File: src/rtl/rgbhsl_pkg.sv
// Shared types and constants for the RGB to HSL converter.
package rgbhsl_pkg;

  // Which channel holds the maximum; ties resolve red, then green.
  typedef enum logic [1:0] {
    MAX_RED,
    MAX_GREEN,
    MAX_BLUE
  } max_ch_e;

  localparam int CH_W     = 8;
  localparam int SUM_W    = 9;
  localparam int DIV_W    = 9;    // divisors are 2*delta or 2*den, at most 510
  localparam int T_W      = 18;   // signed hue*delta before wrap
  localparam int TW_W     = 17;   // unsigned hue*delta after wrap, below 360*255

  localparam int DEG_60   = 60;
  localparam int DEG_120  = 120;
  localparam int DEG_240  = 240;
  localparam int DEG_360  = 360;
  localparam int CH_FULL  = 255;
  localparam int SUM_FULL = 510;

endpackage

File: src/rtl/rgb_to_hsl_convert.sv
// RGB to HSL converter: three front stages, a bit-per-stage divider pair, output register.
// Each divider stage resolves one quotient bit.
// Throughput: one transaction per cycle; a stall at the output freezes the whole pipeline.
// Reset: rst_ni is asynchronous, active low, and clears every stage valid bit; data
//   registers are not reset.
module rgb_to_hsl_convert #(
  parameter int HUE_FRAC_BITS = 6,
  parameter int SAT_FRAC_BITS = 15
) (
  input  logic                       clk_i,
  input  logic                       rst_ni,
  input  logic                       in_valid_i,
  output logic                       in_ready_o,
  input  logic [7:0]                 red_i,
  input  logic [7:0]                 green_i,
  input  logic [7:0]                 blue_i,
  output logic                       out_valid_o,
  input  logic                       out_ready_i,
  output logic [9+HUE_FRAC_BITS-1:0] hue_o,
  output logic [SAT_FRAC_BITS:0]     saturation_o,
  output logic [8:0]                 lightness_sum_o
);

  localparam int HW  = 9 + HUE_FRAC_BITS;
  localparam int SW  = SAT_FRAC_BITS + 1;
  localparam int D   = (HW > SW) ? HW : SW;          // quotient bits per divider
  localparam int NW  = D + rgbhsl_pkg::DIV_W;        // numerator width
  localparam int RW  = rgbhsl_pkg::DIV_W;
  localparam int TW  = rgbhsl_pkg::TW_W;
  localparam int T_W = rgbhsl_pkg::T_W;
  localparam logic [D-1:0] HUE_FULL = D'(rgbhsl_pkg::DEG_360) << HUE_FRAC_BITS;

  // global advance: the pipeline moves when the output slot is free or being taken
  logic en;
  assign en         = !out_valid_o || out_ready_i;
  assign in_ready_o = en;

  // ---------------- stage 1: max, min, channel select ----------------
  logic                    s1_vld_q;
  logic [7:0]              s1_delta_q, s1_delta_d;
  logic [8:0]              s1_sum_q, s1_sum_d;
  logic signed [8:0]       s1_diff_q, s1_diff_d;
  rgbhsl_pkg::max_ch_e     s1_sel_q, s1_sel_d;

  always_comb begin
    logic [7:0] mx, mn;
    mx = red_i;
    mn = red_i;
    if (green_i > mx) mx = green_i;
    if (blue_i > mx) mx = blue_i;
    if (green_i < mn) mn = green_i;
    if (blue_i < mn) mn = blue_i;
    s1_delta_d = mx - mn;
    s1_sum_d   = {1'b0, mx} + {1'b0, mn};
    if (red_i == mx) begin
      s1_sel_d  = rgbhsl_pkg::MAX_RED;
      s1_diff_d = $signed({1'b0, green_i}) - $signed({1'b0, blue_i});
    end else if (green_i == mx) begin
      s1_sel_d  = rgbhsl_pkg::MAX_GREEN;
      s1_diff_d = $signed({1'b0, blue_i}) - $signed({1'b0, red_i});
    end else begin
      s1_sel_d  = rgbhsl_pkg::MAX_BLUE;
      s1_diff_d = $signed({1'b0, red_i}) - $signed({1'b0, green_i});
    end
  end

  // ---------------- stage 2: hue times delta ----------------
  logic                  s2_vld_q;
  logic [7:0]            s2_delta_q;
  logic [8:0]            s2_sum_q;
  logic signed [T_W-1:0] s2_t_q, s2_t_d;

  always_comb begin
    logic [T_W-1:0] base;
    logic signed [T_W-1:0] dext;
    unique case (s1_sel_q)
      rgbhsl_pkg::MAX_RED:   base = '0;
      rgbhsl_pkg::MAX_GREEN: base = T_W'(s1_delta_q) * T_W'(rgbhsl_pkg::DEG_120);
      rgbhsl_pkg::MAX_BLUE:  base = T_W'(s1_delta_q) * T_W'(rgbhsl_pkg::DEG_240);
      default:               base = '0;
    endcase
    dext   = $signed({{(T_W-9){s1_diff_q[8]}}, s1_diff_q});
    s2_t_d = $signed(base) + dext * $signed(T_W'(rgbhsl_pkg::DEG_60));
  end

  // ---------------- stage 3: wrap, numerators, divisors ----------------
  logic [NW-1:0]  s3_hn_d, s3_sn_d;
  logic [RW-1:0]  s3_hd_d, s3_sd_d;

  always_comb begin
    logic signed [T_W-1:0] tw;
    logic [7:0]            den;
    logic [8:0]            den_hi;
    if (s2_t_q < 0) begin
      tw = s2_t_q + $signed(T_W'(s2_delta_q) * T_W'(rgbhsl_pkg::DEG_360));
    end else begin
      tw = s2_t_q;
    end
    den_hi = 9'(rgbhsl_pkg::SUM_FULL) - s2_sum_q;
    den    = (s2_sum_q <= 9'(rgbhsl_pkg::CH_FULL)) ? s2_sum_q[7:0] : den_hi[7:0];
    s3_hn_d = (NW'(tw[TW-1:0]) << (HUE_FRAC_BITS + 1)) + NW'(s2_delta_q);
    s3_hd_d = {1'b0, s2_delta_q} << 1;
    s3_sn_d = (NW'(s2_delta_q) << (SAT_FRAC_BITS + 1)) + NW'(den);
    s3_sd_d = {1'b0, den} << 1;
  end

  // ---------------- divider stages ----------------
  // index 0 holds the stage-3 result; index k holds k resolved quotient bits;
  // dv_q[k] is the valid bit of index k
  logic [D:0]    dv_q;
  logic [RW-1:0] h_rem_q [0:D];
  logic [D-1:0]  h_num_q [0:D];
  logic [D-1:0]  h_quo_q [0:D];
  logic [RW-1:0] h_div_q [0:D];
  logic [RW-1:0] s_rem_q [0:D];
  logic [D-1:0]  s_num_q [0:D];
  logic [D-1:0]  s_quo_q [0:D];
  logic [RW-1:0] s_div_q [0:D];
  logic          grey_q  [0:D];
  logic [8:0]    sum_q   [0:D];

  always_ff @(posedge clk_i or negedge rst_ni) begin
    if (!rst_ni) begin
      s1_vld_q <= 1'b0;
      s2_vld_q <= 1'b0;
      dv_q     <= '0;
      out_valid_o <= 1'b0;
    end else if (en) begin
      s1_vld_q    <= in_valid_i;
      s2_vld_q    <= s1_vld_q;
      dv_q        <= {dv_q[D-1:0], s2_vld_q};
      out_valid_o <= dv_q[D];
    end
  end

  always_ff @(posedge clk_i) begin
    if (en) begin
      s1_delta_q <= s1_delta_d;
      s1_sum_q   <= s1_sum_d;
      s1_diff_q  <= s1_diff_d;
      s1_sel_q   <= s1_sel_d;
      s2_delta_q <= s1_delta_q;
      s2_sum_q   <= s1_sum_q;
      s2_t_q     <= s2_t_d;
      h_rem_q[0] <= s3_hn_d[NW-1:D];
      h_num_q[0] <= s3_hn_d[D-1:0];
      h_quo_q[0] <= '0;
      h_div_q[0] <= s3_hd_d;
      s_rem_q[0] <= s3_sn_d[NW-1:D];
      s_num_q[0] <= s3_sn_d[D-1:0];
      s_quo_q[0] <= '0;
      s_div_q[0] <= s3_sd_d;
      grey_q[0]  <= (s2_delta_q == '0);
      sum_q[0]   <= s2_sum_q;
    end
  end

  for (genvar k = 1; k <= D; k++) begin : g_div
    logic [RW:0] h_trial, s_trial, h_diff, s_diff;
    logic        h_bit, s_bit;
    always_comb begin
      h_trial = {h_rem_q[k-1], h_num_q[k-1][D-1]};
      s_trial = {s_rem_q[k-1], s_num_q[k-1][D-1]};
      h_diff  = h_trial - {1'b0, h_div_q[k-1]};
      s_diff  = s_trial - {1'b0, s_div_q[k-1]};
      h_bit   = (h_trial >= {1'b0, h_div_q[k-1]});
      s_bit   = (s_trial >= {1'b0, s_div_q[k-1]});
    end
    always_ff @(posedge clk_i) begin
      if (en) begin
        h_rem_q[k] <= h_bit ? h_diff[RW-1:0] : h_trial[RW-1:0];
        s_rem_q[k] <= s_bit ? s_diff[RW-1:0] : s_trial[RW-1:0];
        h_num_q[k] <= h_num_q[k-1] << 1;
        s_num_q[k] <= s_num_q[k-1] << 1;
        h_quo_q[k] <= {h_quo_q[k-1][D-2:0], h_bit};
        s_quo_q[k] <= {s_quo_q[k-1][D-2:0], s_bit};
        h_div_q[k] <= h_div_q[k-1];
        s_div_q[k] <= s_div_q[k-1];
        grey_q[k]  <= grey_q[k-1];
        sum_q[k]   <= sum_q[k-1];
      end
    end
  end

  // ---------------- output register ----------------
  always_ff @(posedge clk_i) begin
    if (en) begin
      // grey pixels and hues that round up to a full turn give zero
      if (grey_q[D] || (h_quo_q[D] >= HUE_FULL)) begin
        hue_o <= '0;
      end else begin
        hue_o <= h_quo_q[D][HW-1:0];
      end
      saturation_o    <= grey_q[D] ? '0 : s_quo_q[D][SW-1:0];
      lightness_sum_o <= sum_q[D];
    end
  end

  // ---------------- assertions ----------------
  a_hue_range: assert property (@(posedge clk_i) disable iff (!rst_ni)
    out_valid_o |-> (D'(hue_o) < HUE_FULL))
    else $error("hue out of range");

  a_sat_range: assert property (@(posedge clk_i) disable iff (!rst_ni)
    out_valid_o |-> (saturation_o <= (SW'(1) << SAT_FRAC_BITS)))
    else $error("saturation above one");

  a_hue_implies_sat: assert property (@(posedge clk_i) disable iff (!rst_ni)
    (out_valid_o && (hue_o != '0)) |-> (saturation_o != '0))
    else $error("colored pixel with zero saturation");

  a_rem_bound: assert property (@(posedge clk_i) disable iff (!rst_ni)
    (dv_q[D] && !grey_q[D]) |-> ((h_rem_q[D] < h_div_q[D]) && (s_rem_q[D] < s_div_q[D])))
    else $error("divider remainder not below divisor");

  a_stall_freeze: assert property (@(posedge clk_i) disable iff (!rst_ni)
    (out_valid_o && !out_ready_i) |=> ($stable(dv_q) && $stable(s2_vld_q)))
    else $error("pipeline moved during stall");

endmodule

File: config.mk
export PLATFORM = sky130hd
export DESIGN_NAME = rgb_to_hsl_convert
export DESIGN_NICKNAME = d
export VERILOG_FILES = /design/src/rtl/rgbhsl_pkg.sv /design/src/rtl/rgb_to_hsl_convert.sv
export SDC_FILE = /design/constraint.sdc
export NUM_CORES = 2
export LEC_CHECK = 0
export ABC_AREA = 1
export BUFFER_PORTS_ARGS = -buffer_cell sky130_fd_sc_hd__buf_2
export CAP_MARGIN = 25
export CORE_MARGIN = 4
export CORE_UTILIZATION = 65
export CTS_CLUSTER_DIAMETER = 80
export DETAILED_ROUTE_END_ITERATION = 6
export PLACE_DENSITY = 0.83
export SYNTH_ARGS = -nofsm -noshare
export SYNTH_HDL_FRONTEND = slang
export SYNTH_SLANG_ARGS = --single-unit
File: constraint.sdc
create_clock -name clk_i -period 62.3 [get_ports clk_i]
set_input_delay 3.115 -clock clk_i [delete_from_list [all_inputs] [get_ports clk_i]]
set_output_delay 3.115 -clock clk_i [all_outputs]
set_load 0.01 [all_outputs]
After elaboration in Yosys (flattened, before gate mapping)
Memories as Yosys holds them, arrays and structs flattened. A register that Yosys moved wholly into a read port is not among the register bits.
Cells that the tools add are included.
- register bits after elaboration: 98
- memory bits (writable): 1870
- input port bits: 28
- output and inout port bits: 42
- word-level logic and storage cells: 159
- memories: 10
- memories (memory ; depth ; bits a word ; read ports ; clocked after memory_dff ; wr ports ; RTL line ; source):
    h_num_q ; 17 ; 16 ; 16 ; 0 ; 17 ; rgb_to_hsl_convert.sv:112 ; logic [D-1:0] h_num_q [0:D];
    h_quo_q ; 17 ; 16 ; 17 ; 0 ; 17 ; rgb_to_hsl_convert.sv:113 ; logic [D-1:0] h_quo_q [0:D];
    s_num_q ; 17 ; 16 ; 16 ; 0 ; 17 ; rgb_to_hsl_convert.sv:116 ; logic [D-1:0] s_num_q [0:D];
    s_quo_q ; 17 ; 16 ; 17 ; 1 ; 17 ; rgb_to_hsl_convert.sv:117 ; logic [D-1:0] s_quo_q [0:D];
    h_div_q ; 17 ; 9 ; 16 ; 0 ; 17 ; rgb_to_hsl_convert.sv:114 ; logic [RW-1:0] h_div_q [0:D];
    h_rem_q ; 17 ; 9 ; 16 ; 0 ; 17 ; rgb_to_hsl_convert.sv:111 ; logic [RW-1:0] h_rem_q [0:D];
    +4 memories ; -- ; -- ; -- ; -- ; -- ; -- ;
- add/subtract/negate cells: 42
- multiply operators: 4
- magnitude comparators: 39
- eq/ne operators: 4
- mux-type cells: 44
- reductions and logical operators: 4
- operators with widths (cell ; number):
    >= comparator 10 x 9 -> 1 bit ; 32
    2-to-1 mux 9 bit ; 34
    subtractor 9 bit ; 32
    adder 24 x 8 -> 25 bit ; 2
    2-to-1 mux 8 bit ; 5
    case mux 16 bit (2 select lines) ; 1
    subtractor 8 x 8 -> 9 bit ; 3
    multiplier 8 x 4 -> 12 bit, second input constant ; 2
    adder 17 x 16 -> 18 bit ; 1
    less-than comparator 18 x 1 -> 1 bit, second input constant ; 1
    adder 17 bit ; 1
    2-to-1 mux 17 bit ; 1
    == test 8 bit ; 2
    >= comparator 16 x 15 -> 1 bit, second input constant ; 1
    > comparator 8 bit ; 2
    less-than comparator 8 bit ; 2
    multiplier 8 x 6 -> 14 bit, second input constant ; 1
    multiplier 9 x 5 -> 14 bit, second input constant ; 1
    adder 8 x 8 -> 9 bit ; 1
    <= comparator 9 x 8 -> 1 bit, second input constant ; 1
    zero test 8 bit ; 1
    subtractor 8 bit ; 1
    subtractor 8 bit, first input constant ; 1
    == test 2 x 1 -> 1 bit, second input constant ; 1
    5 further kinds ; 7

Logic depth before layout (Yosys ltp)
- word-level depth: 7
- gate-level depth with buffers: 36
- mapped depth without buffers: 34

Worst setup path after synthesis
No wires, ideal clock.
- path type: in2out
- from: in out_ready_i
- to: out in_ready_o
- arrival time: 31.896 ns
- slack: 27.289 ns
- cell stages on the path: 4
- buffers on the path: 2
- path through: inv_1 -> nand2_1 -> clkbuf_1 -> clkbuf_1
- cells in the longest elaborated chain, start to end: 1
- RTL lines (element ; RTL line ; source):
    start, declared ; rgb_to_hsl_convert.sv:18 ; input logic out_ready_i,
    logical OR 1 bit ; rgb_to_hsl_convert.sv:35 ; assign en = !out_valid_o || out_ready_i;
    end, declared ; rgb_to_hsl_convert.sv:13 ; output logic in_ready_o,
No other way between the ends.

Final worst setup path
- from: in green_i[5]
- to: reg s1_delta_q[7] (data pin)
- cells in the longest elaborated chain, start to end: 5
- elaborated cells between the ends (all ways): 9
- RTL lines (element ; RTL line ; source):
    start, declared ; rgb_to_hsl_convert.sv:15 ; input logic [7:0] green_i,
    > comparator 8 bit or less-than comparator 8 bit (tied branches) ; rgb_to_hsl_convert.sv:49, rgb_to_hsl_convert.sv:51 ;
    2-to-1 mux 8 bit (on tied branches) ; rgb_to_hsl_convert.sv:49, rgb_to_hsl_convert.sv:51 ;
    > comparator 8 bit or less-than comparator 8 bit (tied branches) ; rgb_to_hsl_convert.sv:50, rgb_to_hsl_convert.sv:52 ;
    2-to-1 mux 8 bit (on tied branches) ; rgb_to_hsl_convert.sv:50, rgb_to_hsl_convert.sv:52 ;
    subtractor 8 bit * ; rgb_to_hsl_convert.sv:53 ; s1_delta_d = mx - mn;
    via s1_delta_d[7] ; rgb_to_hsl_convert.sv:40 ; logic [7:0] s1_delta_q, s1_delta_d;
    end signal, assigned ; rgb_to_hsl_convert.sv:138 ; s1_delta_q <= s1_delta_d;
    end, declared ; rgb_to_hsl_convert.sv:40 ;
Mark *: on every way through the listed nets, which the timed path passes. The rest lies on a longest branch.
A chain may end at the register's enable or synchronous reset.

==> impl_metrics.tcl <==
set metrics [dict create \
    row_count 102 \
    diodes 0 \
    drv_cap 0 \
    grt_pass1_vias 31670 \
    antenna_found_initial 0 \
    hold_path_class "flip-flop to flip-flop" \
    routed.top_layer "met4" \
    cts_resized 0 \
    clk_latency_ns 0.66 \
    die_w_um 289.5 \
    gr-usage-all-layers 0.2367 \
    cp-start-kind "primary input" \
    start_util 0.6604 \
    ys_top_cells_by_area "edfxtp_1 (61%), ha_1 (9.6%), inv_1 (4.8%)" \
    cp-end-kind "flip-flop" \
    path_max_fanout 16 \
    grt_pass1_wl_um 157900 \
    fill_cells 4829 \
    root_buffer "clkbuf_16" \
    post_synth.cell_area_avg_um2 12.05 \
    ctsHoldBuffers 0 \
    yosys.area.top_type "edfxtp_1" \
    r2r_start "s1_diff_q[2]" \
    via_per_inst 5.591 \
    netlist-cell-type-count 44 \
    area_growth_pct 9.639 \
    tritoncts "yes" \
    num_vias 30950 \
    finalSetupViolations 0 \
    async_reset_ff_frac 0.01873 \
    coreArea_mm2 0.07798 \
    cts_max_level 3 \
    finalSetupTns_ns 0 \
    cts_setup_buffers 0 \
    syn_inst 4274 \
    arrival_ns 8.39 \
    crit_top_cell "nor2_1" \
    ys.flop_type "edfxtp_1" \
    finalHoldViolations 0 \
    drv_slew 0 \
    status "finished with violations" \
    clock.fmax_mhz 125.2 \
    cts.clk_slew.worst_paths_ns 0.06 \
    synth_top_area_frac 0.6112 \
    place_congestion 0.8665 \
    dieArea_mm2 0.08379 \
    clock-sinks 1068 \
    synth.yosys.warnings 0 \
    fin_crit_sh 0.1282 \
    ys_seq_area_frac 0.6209 \
    wl_per_cell_um 17.54 \
    drt_first_pass_iters 7 \
    grt_setup_unrepaired "no" \
    wl_met2_um 51060 \
    crit_path_start "green_i[5]" \
    required_ns 62.70 \
    crit_slowest_cell "o21ai_0" \
    grt_max_degree 184 \
    io_buffers 69 \
    routedLengthMet1_um 37960 \
    fin_crit_ns 7.986 \
    dp_hpwl_um 67250 \
    path_class "primary input to flip-flop" \
    violations "DRC" \
    mostFrequentLayoutCells "edfxtp_1 (1048), inv_1 (655), nand2_1 (466)" \
    synth.cell_area_mm2 0.05149 \
    tightest_slew_ns 1.027 \
    synth_nets 4772 \
    io_pins 70 \
    nNetsFinal 4907 \
    worstHoldStart "sum_q[7][4]" \
    finalClockSkew_ns 0.03145 \
    synth_edf_count 1048 \
    cts_buffer_depth 3 \
    drc 3 \
    grt_overflow 0 \
    final_common_cell "edfxtp_1" \
    max_stage_delay_ns 0.50 \
    max-slew-margin-rel 0.3154 \
    ys_ff_latch 1068 \
    antenna_left 0 \
    cts_made_buffers 101 \
    drt_iter0_drc 2536 \
    drive_gt1_frac 0.06162 \
    wirelength_um 97090 \
    die_y_um 289.5 \
    wl_met3_um 4183 \
]
==> cell usage after synthesis (14+ instances only) <==
cell type,n
xor2_1,158
clkbuf_1,50
o21bai_1,25
edfxtp_1,1048
nand3_1,105
o211ai_1,23
xnor2_1,91
nand2_2,14
fa_1,73
inv_1,655
nand2_1,467
ha_1,397
nor2_1,417
a211oi_1,17
dfrtp_1,20
nor3_1,24
o22ai_1,14
o21ai_0,193
a21oi_1,381
==> worst max-delay path: cells and delay by family <==
| family | cells | cell delay [ns] |
|---|---|---|
| buffers and inverters | 5 | 0.72 |
| AO/OA/AOI/OAI | 6 | 1.51 |
| XOR/XNOR | 1 | 0.14 |
| adder cells (fa/ha/maj) | 3 | 1.04 |
| AND/OR/NAND/NOR | 15 | 1.84 |
==> cell families after synthesis <==
group / share of synthesized area
simple gates: 0.08616
flops: 0.6209
buf+inv: 0.05239
compound gates: 0.07287
fa+ha+maj: 0.1248
xor+xnor: 0.04235
mux: 0.0004373
other cells: 0.00007283
==> routing by layer <==
| metal | global-route usage | vias to the layer above |
|---|---|---|
| met1 | 0.2792 | 14840 |
| met2 | 0.4369 | 856 |
| li1 | - | 15000 |
| met3 | 0.03053 | 253 |
| met5 | 0 | - |
| met4 | 0.09921 | 0 |
==> worst paths after layout <==
path                                 end  slack [ns]  depth (start not counted)
setup / recovery           s1_delta_q[7]       54.31                         30
hold / removal               sum_q[8][4]        0.40                          0
setup reg to reg              s2_t_q[16]       57.13                         21
hold reg to reg              sum_q[8][4]        0.40                          0
max in group asynchronous        dv_q[3]       59.60                          1
min in group asynchronous       s1_vld_q        2.38                          1
==> metrics by stage <==
stage | hold WS (ns) | setup slack [ns] | instances | util | cell area, µm²
global route | 0.3935 | 53.72 | 5535 | 0.7240 | 56460
global placement | 0.4002 | 53.78 | 5342 | 0.6800 | 53030
CTS | 0.3874 | 54.38 | 5532 | 0.7230 | 56370
finish | 0.3959 | 54.31 | 5535 | 0.7240 | 56460
floorplan | 0.4003 | 27.29 | 4274 | - | 51490
detailed placement | 0.4045 | 53.70 | 5343 | 0.6801 | 53030
==> registers in the layout (all words and copies together) (netlist names), 21 cells and up, named ones only <==
register  flops
s_rem_q     133
s_quo_q     136
sum_q       138
h_rem_q     142
h_num_q     119
h_div_q      22
h_quo_q     136
s_num_q      84
s_div_q      21
==> layout make-up <==
| type | instances | area, µm² | share of cell area |
|---|---|---|---|
| timing repair buffer | 86 | 545.5 | 0.009663 |
| tap | 1040 | 1301 | 0.02305 |
| clock inverter | 62 | 664.4 | 0.01177 |
| multi-input combinational | 2495 | 16830 | 0.2981 |
| inverter | 657 | 2466 | 0.04368 |
| clock buffer | 127 | 2676 | 0.04740 |
| sequential | 1068 | 31970 | 0.5663 |
Power is left out: the tool's default activity adds up to more than one toggle a clock period on the data nets, which glitch-free logic cannot reach.
